===== config.mk =====
export PLATFORM = sky130hd
export DESIGN_NAME = gesture_combo_matcher
export DESIGN_NICKNAME = d
export VERILOG_FILES = /design/src/gcm_pkg.sv /design/src/gcm_front.sv /design/src/gcm_queue.sv /design/src/gcm_back.sv /design/src/gesture_combo_matcher.sv
export SDC_FILE = /design/constraint.sdc
export NUM_CORES = 1
export LEC_CHECK = 0
export BUFFER_PORTS_ARGS = -buffer_cell sky130_fd_sc_hd__buf_2
export CAP_MARGIN = 0
export CORE_ASPECT_RATIO = 0.8
export CORE_MARGIN = 1.5
export CORE_UTILIZATION = 58
export DETAILED_ROUTE_END_ITERATION = 6
export PLACE_DENSITY = 0.88
export SLEW_MARGIN = 0
export SYNTH_ARGS = -nofsm -noshare
export SYNTH_HDL_FRONTEND = slang
export SYNTH_SLANG_ARGS = --single-unit

===== constraint.sdc =====
create_clock -name clk -period 19.85 [get_ports clk]
set_input_delay 0.9925 -clock clk [delete_from_list [all_inputs] [get_ports clk]]
set_output_delay 0.9925 -clock clk [all_outputs]
set_load 0.05 [all_outputs]

===== src/gcm_pkg.sv =====
package gcm_pkg;

  // recipe register layout
  localparam int RECIPE_SLOTS = 5;
  localparam int RECIPE_W     = 15;
  localparam int CODE_W       = 3;
  localparam int LEN_LSB      = 9;
  localparam int ID_LSB       = 11;
  localparam int TIMEOUT_W    = 16;
  localparam logic [TIMEOUT_W-1:0] TIMEOUT_RESET = 16'd2000;

  // result queue geometry
  localparam int Q_DEPTH = 2;
  localparam int Q_AW    = 1;

  // configuration register indexes
  typedef enum logic [2:0] {
    REG_RECIPE_A = 3'd0,
    REG_RECIPE_B = 3'd1,
    REG_RECIPE_C = 3'd2,
    REG_RECIPE_D = 3'd3,
    REG_RECIPE_E = 3'd4,
    REG_TIMEOUT  = 3'd5
  } reg_idx_t;

  typedef struct packed {
    logic [RECIPE_SLOTS-1:0][RECIPE_W-1:0] recipe;
    logic [TIMEOUT_W-1:0]                  timeout;
  } cfg_t;

  // one released result
  typedef struct packed {
    logic [3:0] combo;
    logic [2:0] cls;
  } res_t;

  // all results caused by one input item
  typedef struct packed {
    logic pair;
    res_t r0;
    res_t r1;
  } entry_t;

  // queue status seen by the front and the back stage
  typedef struct packed {
    logic full;
    logic empty;
  } q_stat_t;

endpackage


===== src/gcm_front.sv =====
module gcm_front import gcm_pkg::*; #(
  parameter int MAX_COMBO_LEN = 3,
  parameter int NUM_RECIPES   = 5
) (
  input  logic        clk,
  input  logic        rst,
  input  cfg_t        cfg,
  input  logic        in_valid,
  output logic        in_ready,
  input  logic [31:0] now_ms,
  input  logic [2:0]  gesture_code,
  input  q_stat_t     q_stat,
  output logic        push,
  output entry_t      push_entry
);

  localparam int HIW = (MAX_COMBO_LEN > 1) ? $clog2(MAX_COMBO_LEN) : 1;
  localparam logic [1:0] MAX_L = 2'(MAX_COMBO_LEN);

  logic [MAX_COMBO_LEN-1:0][2:0] hist, hist_next;
  logic [1:0]  hlen, hlen_next;
  logic [31:0] last_time, last_time_next;
  logic [3:0]  held, held_next;

  logic        accept;
  logic [31:0] elapsed;
  logic        tmo;
  logic [1:0]  idx;
  logic [2:0]  last_code;
  logic [1:0]  len1, base, n;
  logic [3:0]  held1;
  logic [MAX_COMBO_LEN-1:0][2:0] h2;
  logic        any_prefix, is_full, pre_single;
  logic [3:0]  full_id;
  logic        em_tmo, em_full, em_held, em_single;
  logic [1:0]  cnt;
  res_t [1:0]  res;

  assign in_ready = !q_stat.full;
  assign accept   = in_valid && in_ready;

  // timeout check against the held history
  always_comb begin
    elapsed   = now_ms - last_time;
    tmo       = (hlen != 2'd0) && (elapsed > {16'd0, cfg.timeout});
    idx       = hlen - 2'd1;
    last_code = ((hlen != 2'd0) && (idx < MAX_L)) ? hist[idx[HIW-1:0]] : 3'd0;
    len1      = tmo ? 2'd0 : hlen;
    held1     = tmo ? 4'd0 : held;
    base      = (len1 >= MAX_L) ? 2'd0 : len1;
    n         = base + 2'd1;
    for (int j = 0; j < MAX_COMBO_LEN; j++) begin
      h2[j] = (2'(j) == base) ? gesture_code : hist[j];
    end
  end

  // match the extended history against every enabled recipe
  always_comb begin
    logic [1:0] rlen;
    logic       en;
    logic       same;
    any_prefix = 1'b0;
    is_full    = 1'b0;
    pre_single = 1'b0;
    full_id    = 4'd0;
    for (int r = 0; r < NUM_RECIPES; r++) begin
      rlen = cfg.recipe[r][LEN_LSB +: 2];
      en   = (rlen >= 2'd2) && (rlen <= MAX_L);
      same = 1'b1;
      for (int j = 0; j < MAX_COMBO_LEN; j++) begin
        if ((2'(j) < n) && (cfg.recipe[r][CODE_W*j +: CODE_W] != h2[j])) begin
          same = 1'b0;
        end
      end
      if (en && same && (rlen > n)) begin
        any_prefix = 1'b1;
      end
      if (en && same && (rlen == n)) begin
        is_full = 1'b1;
        full_id = cfg.recipe[r][ID_LSB +: 4];
      end
      // restart test: new code alone as the first code of a recipe
      if (en && (cfg.recipe[r][CODE_W-1:0] == gesture_code)) begin
        pre_single = 1'b1;
      end
    end
  end

  // next state and released results
  always_comb begin
    hist_next      = hist;
    hlen_next      = len1;
    last_time_next = last_time;
    held_next      = held1;
    em_tmo         = tmo;
    em_full        = 1'b0;
    em_held        = 1'b0;
    em_single      = 1'b0;
    if (gesture_code != 3'd0) begin
      hist_next = h2;
      hlen_next = n;
      if (is_full && !any_prefix) begin
        em_full   = 1'b1;
        hlen_next = 2'd0;
        held_next = 4'd0;
      end else if (any_prefix && !is_full) begin
        last_time_next = now_ms;
      end else if (any_prefix && is_full) begin
        held_next      = full_id;
        last_time_next = now_ms;
      end else begin
        // break: release held combo, then single or new prefix
        em_held      = (held1 != 4'd0);
        held_next    = 4'd0;
        hist_next[0] = gesture_code;
        if ((n != 2'd1) && pre_single) begin
          hlen_next      = 2'd1;
          last_time_next = now_ms;
        end else begin
          em_single = 1'b1;
          hlen_next = 2'd0;
        end
      end
    end

    // pack results in order
    res = '0;
    cnt = 2'd0;
    if (em_tmo) begin
      res[cnt[0]] = '{combo: held, cls: last_code};
      cnt = cnt + 2'd1;
    end
    if (em_full) begin
      res[cnt[0]] = '{combo: full_id, cls: 3'd0};
      cnt = cnt + 2'd1;
    end
    if (em_held) begin
      res[cnt[0]] = '{combo: held1, cls: 3'd0};
      cnt = cnt + 2'd1;
    end
    if (em_single) begin
      res[cnt[0]] = '{combo: 4'd0, cls: gesture_code};
      cnt = cnt + 2'd1;
    end
    push       = accept && (cnt != 2'd0);
    push_entry = '{pair: (cnt == 2'd2), r0: res[0], r1: res[1]};
  end

  // matcher state
  always_ff @(posedge clk) begin
    if (rst) begin
      hist      <= '0;
      hlen      <= 2'd0;
      last_time <= 32'd0;
      held      <= 4'd0;
    end else if (accept) begin
      hist      <= hist_next;
      hlen      <= hlen_next;
      last_time <= last_time_next;
      held      <= held_next;
    end
  end

  // a held combo always has history behind it
  a_held_has_hist: assert property (@(posedge clk) disable iff (rst)
    (held != 4'd0) |-> (hlen != 2'd0))
    else $error("held combo without history");

  a_hlen_bound: assert property (@(posedge clk) disable iff (rst)
    hlen <= MAX_L)
    else $error("history length beyond limit");

endmodule


===== src/gcm_queue.sv =====
module gcm_queue import gcm_pkg::*; (
  input  logic    clk,
  input  logic    rst,
  input  logic    push,
  input  entry_t  push_entry,
  input  logic    pop,
  output entry_t  head,
  output q_stat_t stat
);

  entry_t            mem [Q_DEPTH];
  logic [Q_AW-1:0]   wptr, rptr;
  logic [Q_AW:0]     count;
  logic              do_push, do_pop;

  assign stat.full  = (count == (Q_AW+1)'(Q_DEPTH));
  assign stat.empty = (count == '0);
  assign do_push    = push && !stat.full;
  assign do_pop     = pop && !stat.empty;
  assign head       = mem[rptr];

  // pointers and fill count
  always_ff @(posedge clk) begin
    if (rst) begin
      wptr  <= '0;
      rptr  <= '0;
      count <= '0;
    end else begin
      if (do_push) begin
        wptr <= wptr + 1'b1;
      end
      if (do_pop) begin
        rptr <= rptr + 1'b1;
      end
      count <= count + (Q_AW+1)'(do_push) - (Q_AW+1)'(do_pop);
    end
  end

  // entry storage
  always_ff @(posedge clk) begin
    if (do_push) begin
      mem[wptr] <= push_entry;
    end
  end

  a_no_overflow: assert property (@(posedge clk) disable iff (rst)
    push |-> !stat.full)
    else $error("push into full result queue");

  a_count_bound: assert property (@(posedge clk) disable iff (rst)
    count <= (Q_AW+1)'(Q_DEPTH))
    else $error("queue count beyond depth");

endmodule


===== src/gcm_back.sv =====
module gcm_back import gcm_pkg::*; (
  input  logic       clk,
  input  logic       rst,
  input  entry_t     head,
  input  q_stat_t    q_stat,
  output logic       pop,
  output logic       out_valid,
  input  logic       out_ready,
  output logic [3:0] combo_code,
  output logic [2:0] gesture_class,
  output logic       last_of_run
);

  logic pend_valid;
  res_t pend;
  logic load;

  assign load = !out_valid || out_ready;
  assign pop  = load && !pend_valid && !q_stat.empty;

  // output register control
  always_ff @(posedge clk) begin
    if (rst) begin
      out_valid  <= 1'b0;
      pend_valid <= 1'b0;
    end else if (load) begin
      if (pend_valid) begin
        out_valid  <= 1'b1;
        pend_valid <= 1'b0;
      end else if (!q_stat.empty) begin
        out_valid  <= 1'b1;
        pend_valid <= head.pair;
      end else begin
        out_valid <= 1'b0;
      end
    end
  end

  // output beat payload and second result of a pair
  always_ff @(posedge clk) begin
    if (load) begin
      if (pend_valid) begin
        combo_code    <= pend.combo;
        gesture_class <= pend.cls;
        last_of_run   <= 1'b1;
      end else if (!q_stat.empty) begin
        combo_code    <= head.r0.combo;
        gesture_class <= head.r0.cls;
        last_of_run   <= !head.pair;
        pend          <= head.r1;
      end
    end
  end

  a_pend_behind_out: assert property (@(posedge clk) disable iff (rst)
    pend_valid |-> (out_valid && !last_of_run))
    else $error("second result waiting without first on output");

endmodule


===== src/gesture_combo_matcher.sv =====
// Gesture combo matcher. Each input beat (now_ms, gesture_code) is matched against up to
// five programmed recipes of two or three codes; released combos and single gestures leave
// as output beats, none, one or two per input, the last flagged by last_of_run. The front stage
// accepts one input beat per cycle while the two-entry result queue has room and classifies
// it in that cycle; the output register sends one result beat per cycle while out_ready is
// high, so an input that releases two results sends them as two beats in order. A result
// is held in a queue entry and then in the output register. Configuration writes are
// taken every cycle and must only be issued while the block is idle.
module gesture_combo_matcher import gcm_pkg::*; #(
  parameter int MAX_COMBO_LEN = 3,
  parameter int NUM_RECIPES   = 5
) (
  input  logic        clk,
  input  logic        rst,
  input  logic        in_valid,
  output logic        in_ready,
  input  logic [31:0] now_ms,
  input  logic [2:0]  gesture_code,
  output logic        out_valid,
  input  logic        out_ready,
  output logic [3:0]  combo_code,
  output logic [2:0]  gesture_class,
  output logic        last_of_run,
  input  logic        cfg_valid,
  output logic        cfg_ready,
  input  logic [2:0]  cfg_index,
  input  logic [15:0] cfg_data
);

  cfg_t    cfg;
  q_stat_t q_stat;
  logic    push, pop;
  entry_t  push_entry, head;

  assign cfg_ready = 1'b1;

  // configuration registers
  always_ff @(posedge clk) begin
    if (rst) begin
      cfg.recipe  <= '0;
      cfg.timeout <= TIMEOUT_RESET;
    end else if (cfg_valid && cfg_ready) begin
      case (reg_idx_t'(cfg_index))
        REG_RECIPE_A: cfg.recipe[0] <= cfg_data[RECIPE_W-1:0];
        REG_RECIPE_B: cfg.recipe[1] <= cfg_data[RECIPE_W-1:0];
        REG_RECIPE_C: cfg.recipe[2] <= cfg_data[RECIPE_W-1:0];
        REG_RECIPE_D: cfg.recipe[3] <= cfg_data[RECIPE_W-1:0];
        REG_RECIPE_E: cfg.recipe[4] <= cfg_data[RECIPE_W-1:0];
        REG_TIMEOUT:  cfg.timeout   <= cfg_data;
        default: ;
      endcase
    end
  end

  gcm_front #(
    .MAX_COMBO_LEN (MAX_COMBO_LEN),
    .NUM_RECIPES   (NUM_RECIPES)
  ) u_front (
    .clk          (clk),
    .rst          (rst),
    .cfg          (cfg),
    .in_valid     (in_valid),
    .in_ready     (in_ready),
    .now_ms       (now_ms),
    .gesture_code (gesture_code),
    .q_stat       (q_stat),
    .push         (push),
    .push_entry   (push_entry)
  );

  gcm_queue u_queue (
    .clk        (clk),
    .rst        (rst),
    .push       (push),
    .push_entry (push_entry),
    .pop        (pop),
    .head       (head),
    .stat       (q_stat)
  );

  gcm_back u_back (
    .clk           (clk),
    .rst           (rst),
    .head          (head),
    .q_stat        (q_stat),
    .pop           (pop),
    .out_valid     (out_valid),
    .out_ready     (out_ready),
    .combo_code    (combo_code),
    .gesture_class (gesture_class),
    .last_of_run   (last_of_run)
  );

endmodule

# After elaboration in Yosys (flattened, before gate mapping)
# Memory sizes are Yosys's and may differ from the RTL's. A register that Yosys moved wholly into a read port is not among the register bits.
# Index checks and enable logic that the tools add are counted.
[word_totals]
inputBits = 59
ff_bits = 159
wordCells = 281
ram_bits = 30
output_inout_bits = 11
memories = 1
[classes]
n_addsub = 10
n_lt_le_gt_ge = 28
n_eq_ne = 36
mux = 100
n_reduce_logical = 81
n_bitwise = 3
[memory_table]
columns = ["memory", "words", "width", "read_ports", "rd_ports_with_merged_regs", "wr", "line", "source"]
rows = [
  ["u_queue.mem", 2, 15, 1, 1, 1, "gcm_queue.sv:11", "entry_t mem [Q_DEPTH];"],
]
[ops]
columns = ["cell", "n"]
rows = [
  ["32-bit two-way mux", 3],
  ["1-bit logical AND", 55],
  ["1-bit two-way mux", 52],
  ["4-bit two-way mux", 12],
  ["3-bit inequality test", 15],
  ["14-bit bitwise mux", 3],
  ["14-bit two-way mux", 3],
  ["32-bit by 16-bit greater-than comparator with 1-bit output", 1],
  ["32-bit subtractor", 1],
  ["3-bit two-way mux", 10],
  ["7-bit two-way mux", 4],
  ["7-bit demux with 1-bit select", 3],
  ["2-bit two-way mux", 9],
  ["2-bit AND reduction", 8],
  ["3-bit equality test", 5],
  ["2-bit greater-or-equal comparator (second input constant)", 6],
  ["2-bit equality test", 5],
  ["2-bit greater-than comparator", 5],
  ["2-bit less-or-equal comparator (second input constant)", 5],
  ["1-bit zero test", 7],
  ["2-bit by 1-bit adder with 2-bit output (second input constant)", 3],
  ["3-bit binary-select mux with 2-bit select", 1],
  ["3-bit by 2-bit equality test with 1-bit output (second input constant)", 2],
  ["3-bit equality test (second input constant)", 2],
  ["other kinds (26)", 38],
]

# Longest topological paths before layout
# Gate-level depths: netlist (run 1).
[logic_depth]
word_depth = 34
depth_mapped = 43
ltp_nobuf = 38

# Hierarchy
# From an unflattened synthesis (run 1), not the netlist that was laid out.
[hier_totals]
hier_cells = 1280
hier_area_um2 = 11910.2
[modules_own_cells]
columns = ["module", "instances", "cells_each", "seq_area_each_um2", "area_per_inst_um2"]
rows = [
  ["gcm_front", 1, 839, 940.9, 6289.8],
  ["gesture_combo_matcher", 1, 331, 1821.7, 3653.5],
  ["gcm_queue", 1, 74, 1001.0, 1317.5],
  ["gcm_back", 1, 36, 490.5, 649.4],
]

# Worst setup path before layout (run 1)
# Ideal clock, no wire load.
[synth_timing]
path_kind = "input-to-reg"
from = "in now_ms[0]"
to = "mem u_queue.mem[0][0] in the netlist's numbering, enable pin"
path_buffers = 6
path_stages = 39
arrival_ns = 8.492
setup_ns = 0.388
setup_slack_ns = 10.970
required_time_ns = 19.462
cell_sequence = "inv_1 > ha_1 > fa_1 > nand2b_1 > a21oi_2 > o21ai_1 > o21bai_1 > a21oi_1 > xnor2_1 > ha_1 > a21o_1 > a22o_1 > o21ai_0 > nand3_1 > o21ai_0 > o2111ai_1 > nor4b_2 > a31o_1 > (+3 left out) > ha_1 > buf_2 > mux2i_2 > xnor2_1 > o31ai_1 > o2111ai_1 > or2_1 > buf_2 > nand4_2 > o21a_1 > and2_1 > clkbuf_1 > inv_1 > ha_1 > clkbuf_1 > nand2b_1 > o22ai_4 > nor2b_1"
[synth_via]
elab_chain_cells = 34
elab_cells_between_ends = 128
classes_between = "add/sub: 5; order compare: 10; eq/ne: 23; mux: 48; reduce/logical: 42"
[synth_lines]
columns = ["item", "line", "source"]
rows = [
  ["from (decl)", "gesture_combo_matcher.sv:17", "input logic [31:0] now_ms,"],
  ["32-bit subtractor *", "gcm_front.sv:44", "elapsed = now_ms - last_time;"],
  ["32-bit by 16-bit greater-than comparator with 1-bit output *", "gcm_front.sv:45", "tmo = (hlen != 2'd0) && (elapsed > {16'd0, cfg.timeout});"],
  ["1-bit logical AND *", "gcm_front.sv:45", ""],
  ["parallel branches: the longest is 25 deep, another holds 2-bit greater-or-equal comparator", "--", ""],
  ["2-bit two-way mux *", "gcm_front.sv:141", "if (em_single) begin"],
  ["2-bit nonzero test *", "gcm_front.sv:145", "push = accept && (cnt != 2'd0);"],
  ["1-bit logical AND *", "gcm_front.sv:145", ""],
  ["1-bit logical AND *", "gcm_queue.sv:18", "assign do_push = push && !stat.full;"],
  ["1-bit two-way mux *", "gcm_queue.sv:41", "if (do_push) begin"],
  ["1-bit two-way mux (implied by the code) *", "gcm_queue.sv:42", "mem[wptr] <= push_entry;"],
  ["to (decl)", "gcm_queue.sv:11", ""],
]
# Every way passes the cells marked *.

# Final worst setup path (run 1)
[layout_timing]
from = "in now_ms[0]"
to = "mem u_queue.mem[1][12] in the netlist's numbering, enable pin"
# The elaborated chain is that of the path after synthesis.

==> flow_summary.yaml, run 1 <==
status:
  status: "finished, final reports clean"
synthesis:
  ys_types: 79
  yosys_warnings: 0
  ys_seq_area_share_pct: 37.4
  synth_commonest_cells: "nand2_1, a21oi_1, dfxtp_1"
  syn_inst: 1372
  syn_area_um2: 11400
  syn_avg_cell_area_um2: 8.29
  synth_edf_count: 45
  synth_seq_cells: 190
  async_flop_share_pct: 0
  synth_top_area_share_pct: 25.5
  synth_area_leaders: "dfxtp_1, edfxtp_1, nand2_1"
  synth_fp_nets: 1498
  synth_most_common_cell: "nand2_1"
  synth_top_area_cell: "dfxtp_1"
  ys.flop_type: "dfxtp_1"
floorplan:
  core_area_um2: 19100
  start_util_pct: 59.6
  rows: 45
  die_area_um2: 20500
  pin_count: 70
  die_w_um: 160
  die_y_um: 128
clock_tree:
  cts_resized: 0
  clk_path_buf_depth: 2
  postCtsHoldBufs: 0
  clkTransAtPathRegs_ps: 70
  numCtsBuffers: 17
  cts_sinks: 190
  htreeDepth: 4
  cts_tree: "yes"
  clock-root-buffer: "clkbuf_16"
  cts_setup_buffers: 0
  clock_latency_ps: 440
placement:
  port_buffers: 68
  gp_congestion: 0.967
  dp_hpwl_mm: 20.7
worst_setup_path:
  reg2reg_depth: 32
  worstPathArrival_ps: 9620
  start_kind: "input pin"
  critPathSlowestCell: "ha_1"
  startpoint: "now_ms[0]"
  crit_path_end_kind: "flip-flop"
  crit_fanout: 18
  path_class: "input pin to flip-flop"
  critPathMostFrequentCell: "ha_1"
  slowest_delay_ps: 720
  reg2reg_from: "u_front.last_time[0]"
  cp.required_ps: 19920
sta:
  final.setup.tns_ps: 0
  fin_crit_sh_pct: 48.1
  drv_slew: 0
  period_needed_ps: 9550
  max_freq_mhz: 105
  timing.slew.headroom_pct: 15.7
  setup_violations: 0
  tightest_slew_ps: 1260
  hold_viol_final: 0
  rsz0062_at_grt: "no"
  fin_skew_ps: 9.97
routing:
  vias_per_cell: 6.00
  avgRoutedWirePerCell_um: 17.1
  drt_iter0_drc: 1321
  drc: 0
  first_pass_iters: 6
  wl_mm: 28.4
  dr_total_vias: 9973
  antenna_left: 0
grt:
  grt_pass1_vias: 9112
  gr-total-overflow: 0
  antenna_found_initial: 0
  use_met1_pct: 38.7
  globalRouteMet3Util_pct: 4.40
  grt_max_degree: 117
  grtUsageMet2_pct: 45.6
  grt_pass1_wl_mm: 46.1
  grt.total_usage_pct: 28.1
  busiest_layer: "met2"
power:
  p_leak_nw: 4.47
  p_total_w: 0.00102
  power_density_nw_per_um2: 82.0
  irDropWorstVdd_uv: 91.6
layout:
  fin_nets: 1516
  drive_gt1_share_pct: 10.3
  area_growth_pct: 8.96
  diodes: 0
  fillers: 1523
worst_hold_path:
  min-delay-start: "cfg[3]"
  hold_class: "flip-flop to flip-flop"
  min_path_cells: 2
job:
  cap_violations: 0
==> registers in the layout, indices dropped and copies added, names as in the netlist, 2 cells and up, named ones only <==
| register | count |
|---|---|
| u_front.last_time | 32 |
| u_back.combo_code | 4 |
| u_back.pend | 7 |
| u_queue.mem | 30 |
| u_queue.count | 2 |
| u_front.hlen | 2 |
| u_front.hist | 9 |
| cfg | 91 |
| u_front.held | 4 |
| u_back.gesture_class | 3 |
==> per-layer routing <==
metal / up-vias / wire [um]
met3: 50 / 2360
met1: 4683 / 12800
met2: 466 / 12700
met5: - / 0
li1: 4774 / -
met4: 0 / 500
==> power breakdown <==
group          leakage (nW)  switching (W)  internal, W
Combinational          2.55       0.000127    0.0000638
Sequential             1.60      0.0000183     0.000435
Clock                 0.313       0.000160     0.000212
==> cell type report <==
cell class                 instances  area [um2]  share of cell area, %
clock buffer                      19         464                   3.74
clock inverter                    13         169                   1.36
inverter                          72         273                   2.20
multi-input combinational       1037        6540                   52.8
sequential                       190        4250                   34.3
tap                              258         323                   2.60
timing repair buffer              72         373                   3.01
==> worst paths after layout <==
kind,to,slack [ps]
max,u_queue.mem[1][12],10300
min,cfg[3],460
max reg2reg,u_queue.mem[1][12],10670
min reg2reg,cfg[3],460
==> placed cells by master (no fill, tap or decap), drive strengths merged, types with 3 or more instances in the layout <==
cell type and instances:
mux2 13, clkbuf 19, o2111ai 5, a211o 3, edfxtp 45, a21oi 158
a211oi 5, nor4b 3, nor3 20, nor2 99, dfxtp 145, ha 66
bufinv 3, nand4 26, o21bai 4, and2 14, a22oi 10, nor4 4
or2 5, xnor2 69, or3 8, nand2b 4, o21a 10, o21ai 53
nand3 27, buf 72, o31ai 15, nand3b 7, a21o 7, nand2 258
and3 9, a2111oi 6, o211ai 8, nor2b 16, xor2 16, mux2i 63
inv 79, a31o 4
==> per-stage QoR <==
step           setup WS, ps  instance area (um2)  util [%]  hold WS, ps  instances
6_report              10300                12400      64.9          459       1661
5_1_grt                9730                12400      64.9          471       1661
4_1_cts               10380                12400      64.9          459       1661
3_5_place_dp          10000                11800      61.6          448       1629
3_3_place_gp          10360                11800      61.6          442       1629
2_1_floorplan         10970                11400         -          436       1372
==> worst max-delay path, delay by kind of cell <==
family / cells / cell delay (ps)
XOR/XNOR: 2 / 270
AND/OR/NAND/NOR: 9 / 2410
multiplexers: 1 / 530
AO/OA/AOI/OAI: 14 / 3210
buffers and inverters: 3 / 190
adder cells (fa/ha/maj): 5 / 2020
==> logic make-up (layout without fill, tap and decap cells) <==
kind of cell	after synthesis	after routing	synth area share, %
buffers and inverters	145	176	5.18
DFF	190	190	37.4
xor gates and xnor gates	85	85	6.54
muxes	76	76	7.16
AOI/OAI and AO/OA	303	303	16.4
other	1	1	0.0330
adders and majority gates	67	67	7.43
and+or+nand+nor	505	505	19.9
Note: power is estimated with default switching activity, not from simulation.
==> inputs of run 2 (changes only) <==
Settings changed: ABC_AREA from default to 1, CORE_UTILIZATION 58 to 56.
Clock period 19.85 ns to 8.6 ns, I/O delays scaled along.
==> flow_summary.yaml, run 2 <==
layout:
  largest_reg_flops: 91
  fillers: 1821
  area_growth_pct: 9.60
  top_regs: "cfg: 91 flops, u_front.last_time: 32 flops, u_queue.mem: 30 flops"
  post-route-util_pct: 63.0
  mostFrequentLayoutCells: "nand2_1, inv_1, nor2_1"
  fin_nets: 1882
  drive_gt1_share_pct: 10.7
  regMostFlops: "cfg"
  diodes: 0
  layout_commonest_cell: "nand2_1"
grt:
  antenna_found_initial: 0
  grt_pass1_vias: 10200
  grt_pass1_wl_mm: 50.8
  gr-total-overflow: 0
  grt_max_degree: 109
  grt.total_usage_pct: 28.5
worst_setup_path:
  crit_path_end_kind: "flip-flop"
  worst-path-buf-inv: 10
  cp.required_ps: 8680
  slowest_delay_ps: 630
  crit_family: "simple AND/OR/NAND/NOR gates"
  worstPathArrival_ps: 7970
  critPathSlowestCell: "ha_2"
  path_class: "flip-flop to flip-flop"
  critPathMostFrequentCell: "nand2_1"
  reg2reg_from: "u_front.last_time[6]"
  reg2reg_slack_ps: 700
  worstReg2RegEnd: "u_queue.mem[1][9]"
  start_kind: "flip-flop"
  reg2reg_depth: 48
  crit_fanout: 18
power:
  power_density_nw_per_um2: 189
  power.switching_w: 0.000814
  p_leak_nw: 6.22
  power_frac_comb_pct: 22.1
  p_total_w: 0.00247
  power.internal_w: 0.00165
  power.clock.fraction_pct: 34.6
  p_seq_share_pct: 43.3
  switching_share_pct: 33.0
  irDropWorstVdd_uv: 219
synthesis:
  ys_types: 51
  synth_top_area_share_pct: 24.3
  synth_commonest_cells: "nand2_1, inv_1, nor2_1"
  async_flop_share_pct: 0
  ys_seq_area_share_pct: 35.7
  synth_top_area_cell: "dfxtp_1"
  synth_area_leaders: "dfxtp_1, nand2_1, edfxtp_1"
  syn_avg_cell_area_um2: 6.98
  synth_fp_nets: 1835
  yosys_warnings: 0
  syn_area_um2: 11900
  synth_fa_ha_area_share_pct: 7.09
  synth_most_common_cell: "nand2_1"
  synth_edf_count: 45
  synth_xor_area_share_pct: 4.92
  ys.flop_type: "dfxtp_1"
  synth_seq_cells: 190
  synth_top_family_by_area: "simple AND/OR/NAND/NOR gates"
  synth_compound_gate_area_share_pct: 17.1
  syn_inst: 1709
  synth.mux.area_fraction_pct: 0
  synth-simple-area-share_pct: 24.3
sta:
  period_needed_ps: 7900
  max_freq_mhz: 127
  timing.slew.headroom_pct: 32.7
  fin_skew_ps: 11.0
  fin_crit_sh_pct: 91.8
  drv_slew: 0
  setup_violations: 0
  tightest_slew_ps: 1000
  holdWs_ps: 252
  hold_viol_final: 0
status:
  status: "finished, final reports clean"
floorplan:
  pin_count: 70
  core_area_um2: 20800
  die_w_um: 166
  start_util_pct: 57.5
  die_y_um: 134
  rows: 47
  die_area_um2: 22200
routing:
  vias_per_cell: 5.45
  first_pass_iters: 6
  dr_total_vias: 11100
  wl_mm: 31.3
  drt_iter0_drc: 1181
  drc: 0
  avgRoutedWirePerCell_um: 15.4
  antenna_left: 0
clock_tree:
  htreeDepth: 4
  clk_path_buf_depth: 2
  cts_tree: "yes"
  clkTransAtPathRegs_ps: 70
  numCtsBuffers: 17
  cts_sinks: 190
  cts_setup_buffers: 0
  clock-root-buffer: "clkbuf_16"
  clock_latency_ps: 450
worst_hold_path:
  min_path_cells: 3
  hold_class: "input pin to flip-flop"
  min_to: "u_front.last_time[0]"
  min-delay-start: "now_ms[0]"
job:
  cap_violations: 0
placement:
  port_buffers: 68
  dp_hpwl_mm: 23.4
  gp_congestion: 0.947
[run 2: cell types whose count changed in the layout (fill, tap and decap cells not counted), moves of 56 or more]
cell and change:
o21ai_0 +80, mux2i_1 -56, nand2_1 +142, inv_1 +189
nor2_1 +101, xnor2_1 -56
[run 2: timing repair]
| item | CTS | global route |
|---|---|---|
| hold buffers | 0 | 0 |
| setup endpoints to repair | 0 | 31 |
| endpoints found under the hold margin | 0 | 0 |
| gates resized for setup | 0 | 1 |
[run 2: worst reg2reg max path, delay by kind of cell (launching register included)]
kind	cells	cell delay (ps)
xor gates and xnor gates	2	390
and+or+nand+nor	28	3460
DFF	1	310
AOI/OAI and AO/OA	4	610
adders and majority gates	4	1570
buffers and inverters	10	1200
[run 2: metrics by stage]
stage | worst slack (ps) | cell area, um2 | TNS (ps) | instances
final | 704 | 13100 | 0 | 2038
after global routing | -34.1 | 13100 | -459 | 2038
after CTS | 544 | 13100 | 0 | 2038
after detailed placement | 440 | 12400 | 0 | 2006
after global placement | 621 | 12400 | 0 | 2006
after floorplan | 1380 | 11900 | 0 | 1709
[run 2: worst max-delay path by stage]
stage	startpoint	endpoint	slack [ps]	depth (start not counted)
after floorplan	now_ms[0]	u_queue.mem[0][0]	1380	50
after global placement	now_ms[0]	u_queue.mem[1][11]	620	49
after detailed placement	now_ms[0]	u_queue.mem[1][11]	440	50
after CTS	u_front.last_time[6]	u_queue.mem[1][8]	540	48
after global routing	u_front.last_time[12]	u_queue.mem[1][2]	-30	49
final	u_front.last_time[6]	u_queue.mem[1][9]	700	48
[run 2: power groups by stage]
stage	clock (W)	sequential [W]	combinational, W
after floorplan	0	0.00114	0.000331
after global placement	0	0.00108	0.000518
after detailed placement	0	0.00109	0.000535
after CTS	0.000866	0.00107	0.000542
after global routing	0.000900	0.00107	0.000607
final	0.000855	0.00107	0.000545
[run 2: layout make-up]
type / count / area, um2 / share of cell area, %
multi-input cells: 1192 / 6390 / 48.9
clock buffers: 21 / 514 / 3.93
clock inverters: 11 / 130 / 0.995
repair buffers: 75 / 393 / 3.01
well taps: 269 / 337 / 2.57
flip-flops and latches: 190 / 4250 / 32.5
inverters: 280 / 1050 / 8.07
[run 2: logic make-up (layout without fill, tap and decap cells)]
group | Yosys count | count (layout)
xor+xnor | 67 | 67
compound gates | 358 | 358
buf+inv | 327 | 387
fa+ha+maj | 67 | 67
other cells | 1 | 1
simple gates | 699 | 699
flops | 190 | 190
[run 2: routing by layer]
layer,track usage (%),vias up,part of all wire [%]
met1,39.3,5010,45
met5,0,-,0
met2,45.9,480,44
met3,5.61,61,9.1
met4,7.51,0,2.1
li1,-,5546,-
==> inputs of run 3 (changes only) <==
Settings changed: CELL_PAD_IN_SITES_DETAIL_PLACEMENT from default to 0, CELL_PAD_IN_SITES_GLOBAL_PLACEMENT from default to 1, CORE_UTILIZATION 56 to 41, PLACE_DENSITY 0.88 to 0.89.
==> flow_summary.yaml, run 3 (same netlist as run 2, synthesis figures left out) <==
status:
  status: "finished with violations"
  violations: "design-rule violations"
sta:
  drv_slew: 0
  setup_violations: 0
  rsz0062_at_grt: "no"
  hold_viol_final: 0
  final.setup.tns_ps: 0
  period_needed_ps: 7580
  fin_skew_ps: 11.5
  fin_crit_sh_pct: 88.1
  timing.slew.headroom_pct: 31.8
  max_freq_mhz: 132
  tightest_slew_ps: 1010
worst_setup_path:
  critPathSlowestCell: "ha_2"
  reg2reg_from: "u_front.last_time[2]"
  crit_fanout: 18
  critPathMostFrequentCell: "nand2_1"
  slowest_delay_ps: 610
  worstReg2RegEnd: "u_queue.count[1]"
  worstPathArrival_ps: 7900
  crit_path_end_kind: "flip-flop"
  start_kind: "flip-flop"
  reg2reg_depth: 53
  startpoint: "u_front.last_time[2]"
  path_class: "flip-flop to flip-flop"
  cp.required_ps: 8920
  reg2reg_slack_ps: 1020
layout:
  layout_commonest_cell: "nand2_1"
  top_regs: "cfg: 91 flops, u_front.last_time: 32 flops, u_queue.mem: 30 flops"
  final_cells: 2141
  regMostFlops: "cfg"
  largest_reg_flops: 91
  area_growth_pct: 10.4
  drive_gt1_share_pct: 10.7
  fin_nets: 1883
  mostFrequentLayoutCells: "nand2_1, inv_1, nor2_1"
worst_hold_path:
  hold_class: "input pin to flip-flop"
  min_path_cells: 3
  min_to: "u_front.last_time[13]"
  min-delay-start: "now_ms[13]"
clock_tree:
  cts_setup_buffers: 0
  numCtsBuffers: 17
  htreeDepth: 4
  cts_tree: "yes"
  clk_path_buf_depth: 2
  cts_sinks: 190
  clkTransAtPathRegs_ps: 70
  clock_latency_ps: 440
  clock-root-buffer: "clkbuf_16"
power:
  power_density_nw_per_um2: 184
  irDropWorstVdd_uv: 138
  p_leak_nw: 6.18
grt:
  gr-total-overflow: 0
  grt.total_usage_pct: 21.0
  grt_pass1_wl_mm: 50.1
  grt_max_degree: 106
  grt_pass1_vias: 9500
  antenna_found_initial: 0
routing:
  wl_mm: 31.3
  vias_per_cell: 4.98
  drc: 4
  antenna_left: 0
  dr_total_vias: 10700
  drt_iter0_drc: 734
  avgRoutedWirePerCell_um: 14.6
  first_pass_iters: 7
placement:
  gp_congestion: 0.896
  dp_hpwl_mm: 23.8
  port_buffers: 68
  place_inst: 2108
floorplan:
  die_area_um2: 30100
  core_area_um2: 28400
  start_util_pct: 42.0
  rows: 55
  die_y_um: 156
  pin_count: 70
  die_w_um: 194
job:
  cap_violations: 0
## run 3: cell count changes in the layout (fill, tap and decap cells not counted), sizes merged
cell / change
clkinvlp: +4
clkbuf: -4
bufinv: +2
buf: +1
inv: -6
diode: +1
clkinv: +4
## run 3: final cells by class
type                       instances  area (um2)
fill                            2877       15300
multi-input combinational       1192        6390
sequential                       190        4250
inverter                         280        1060
tap                              370         463
clock buffer                      17         425
timing repair buffer              76         400
clock inverter                    15         169
antenna                            1        2.50
## run 3: what timing repair did
action,4_1_cts,5_1_grt
endpoints found under the setup margin,0,31
hold buffers,0,0
gates resized for setup,0,2
## run 3: how the worst max path moves through the flow
stage	cells after the start	endpoint	slack (ps)
final	53	u_queue.count[1]	1020
after global routing	55	u_queue.count[1]	30
after CTS	49	u_queue.mem[1][11]	660
after detailed placement	49	u_queue.mem[1][0]	430
after global placement	49	u_queue.mem[1][7]	640
after floorplan	50	u_queue.mem[0][0]	1380
## run 3: power by group
part | total [W] | switching (W) | internal, W
sequential | 0.00107 | 0.0000446 | 0.00102
combinational | 0.000537 | 0.000377 | 0.000160
clock | 0.000815 | 0.000359 | 0.000456
## run 3: worst max-delay path, delay by kind of cell, from the launching register on
kind            cells  cell delay, ps
simple gates       31            3570
xor+xnor            3             490
flops               1             310
buf+inv            10             720
fa+ha+maj           5            1790
compound gates      4             550
## run 3: metrics by stage
step	instance area, um2	total power (W)	hold slack (ps)	util (%)	worst slack [ps]
after global routing	13200	0.00254	263	46.3	34.3
after detailed placement	12600	0.00162	451	44.2	430
after floorplan	11900	0.00148	424	-	1380
final	13200	0.00242	263	46.3	1020
after global placement	12600	0.00161	449	44.2	641
after CTS	13200	0.00243	249	46.3	657
## run 3: per-layer routing
metal  vias up  share of wire, %  GRT usage (%)
met3        18               5.9           3.33
met2       251                43           32.8
li1       5551                 -              -
met5         -                 0              0
met4         0              0.90           4.20
met1      4843                50           30.5
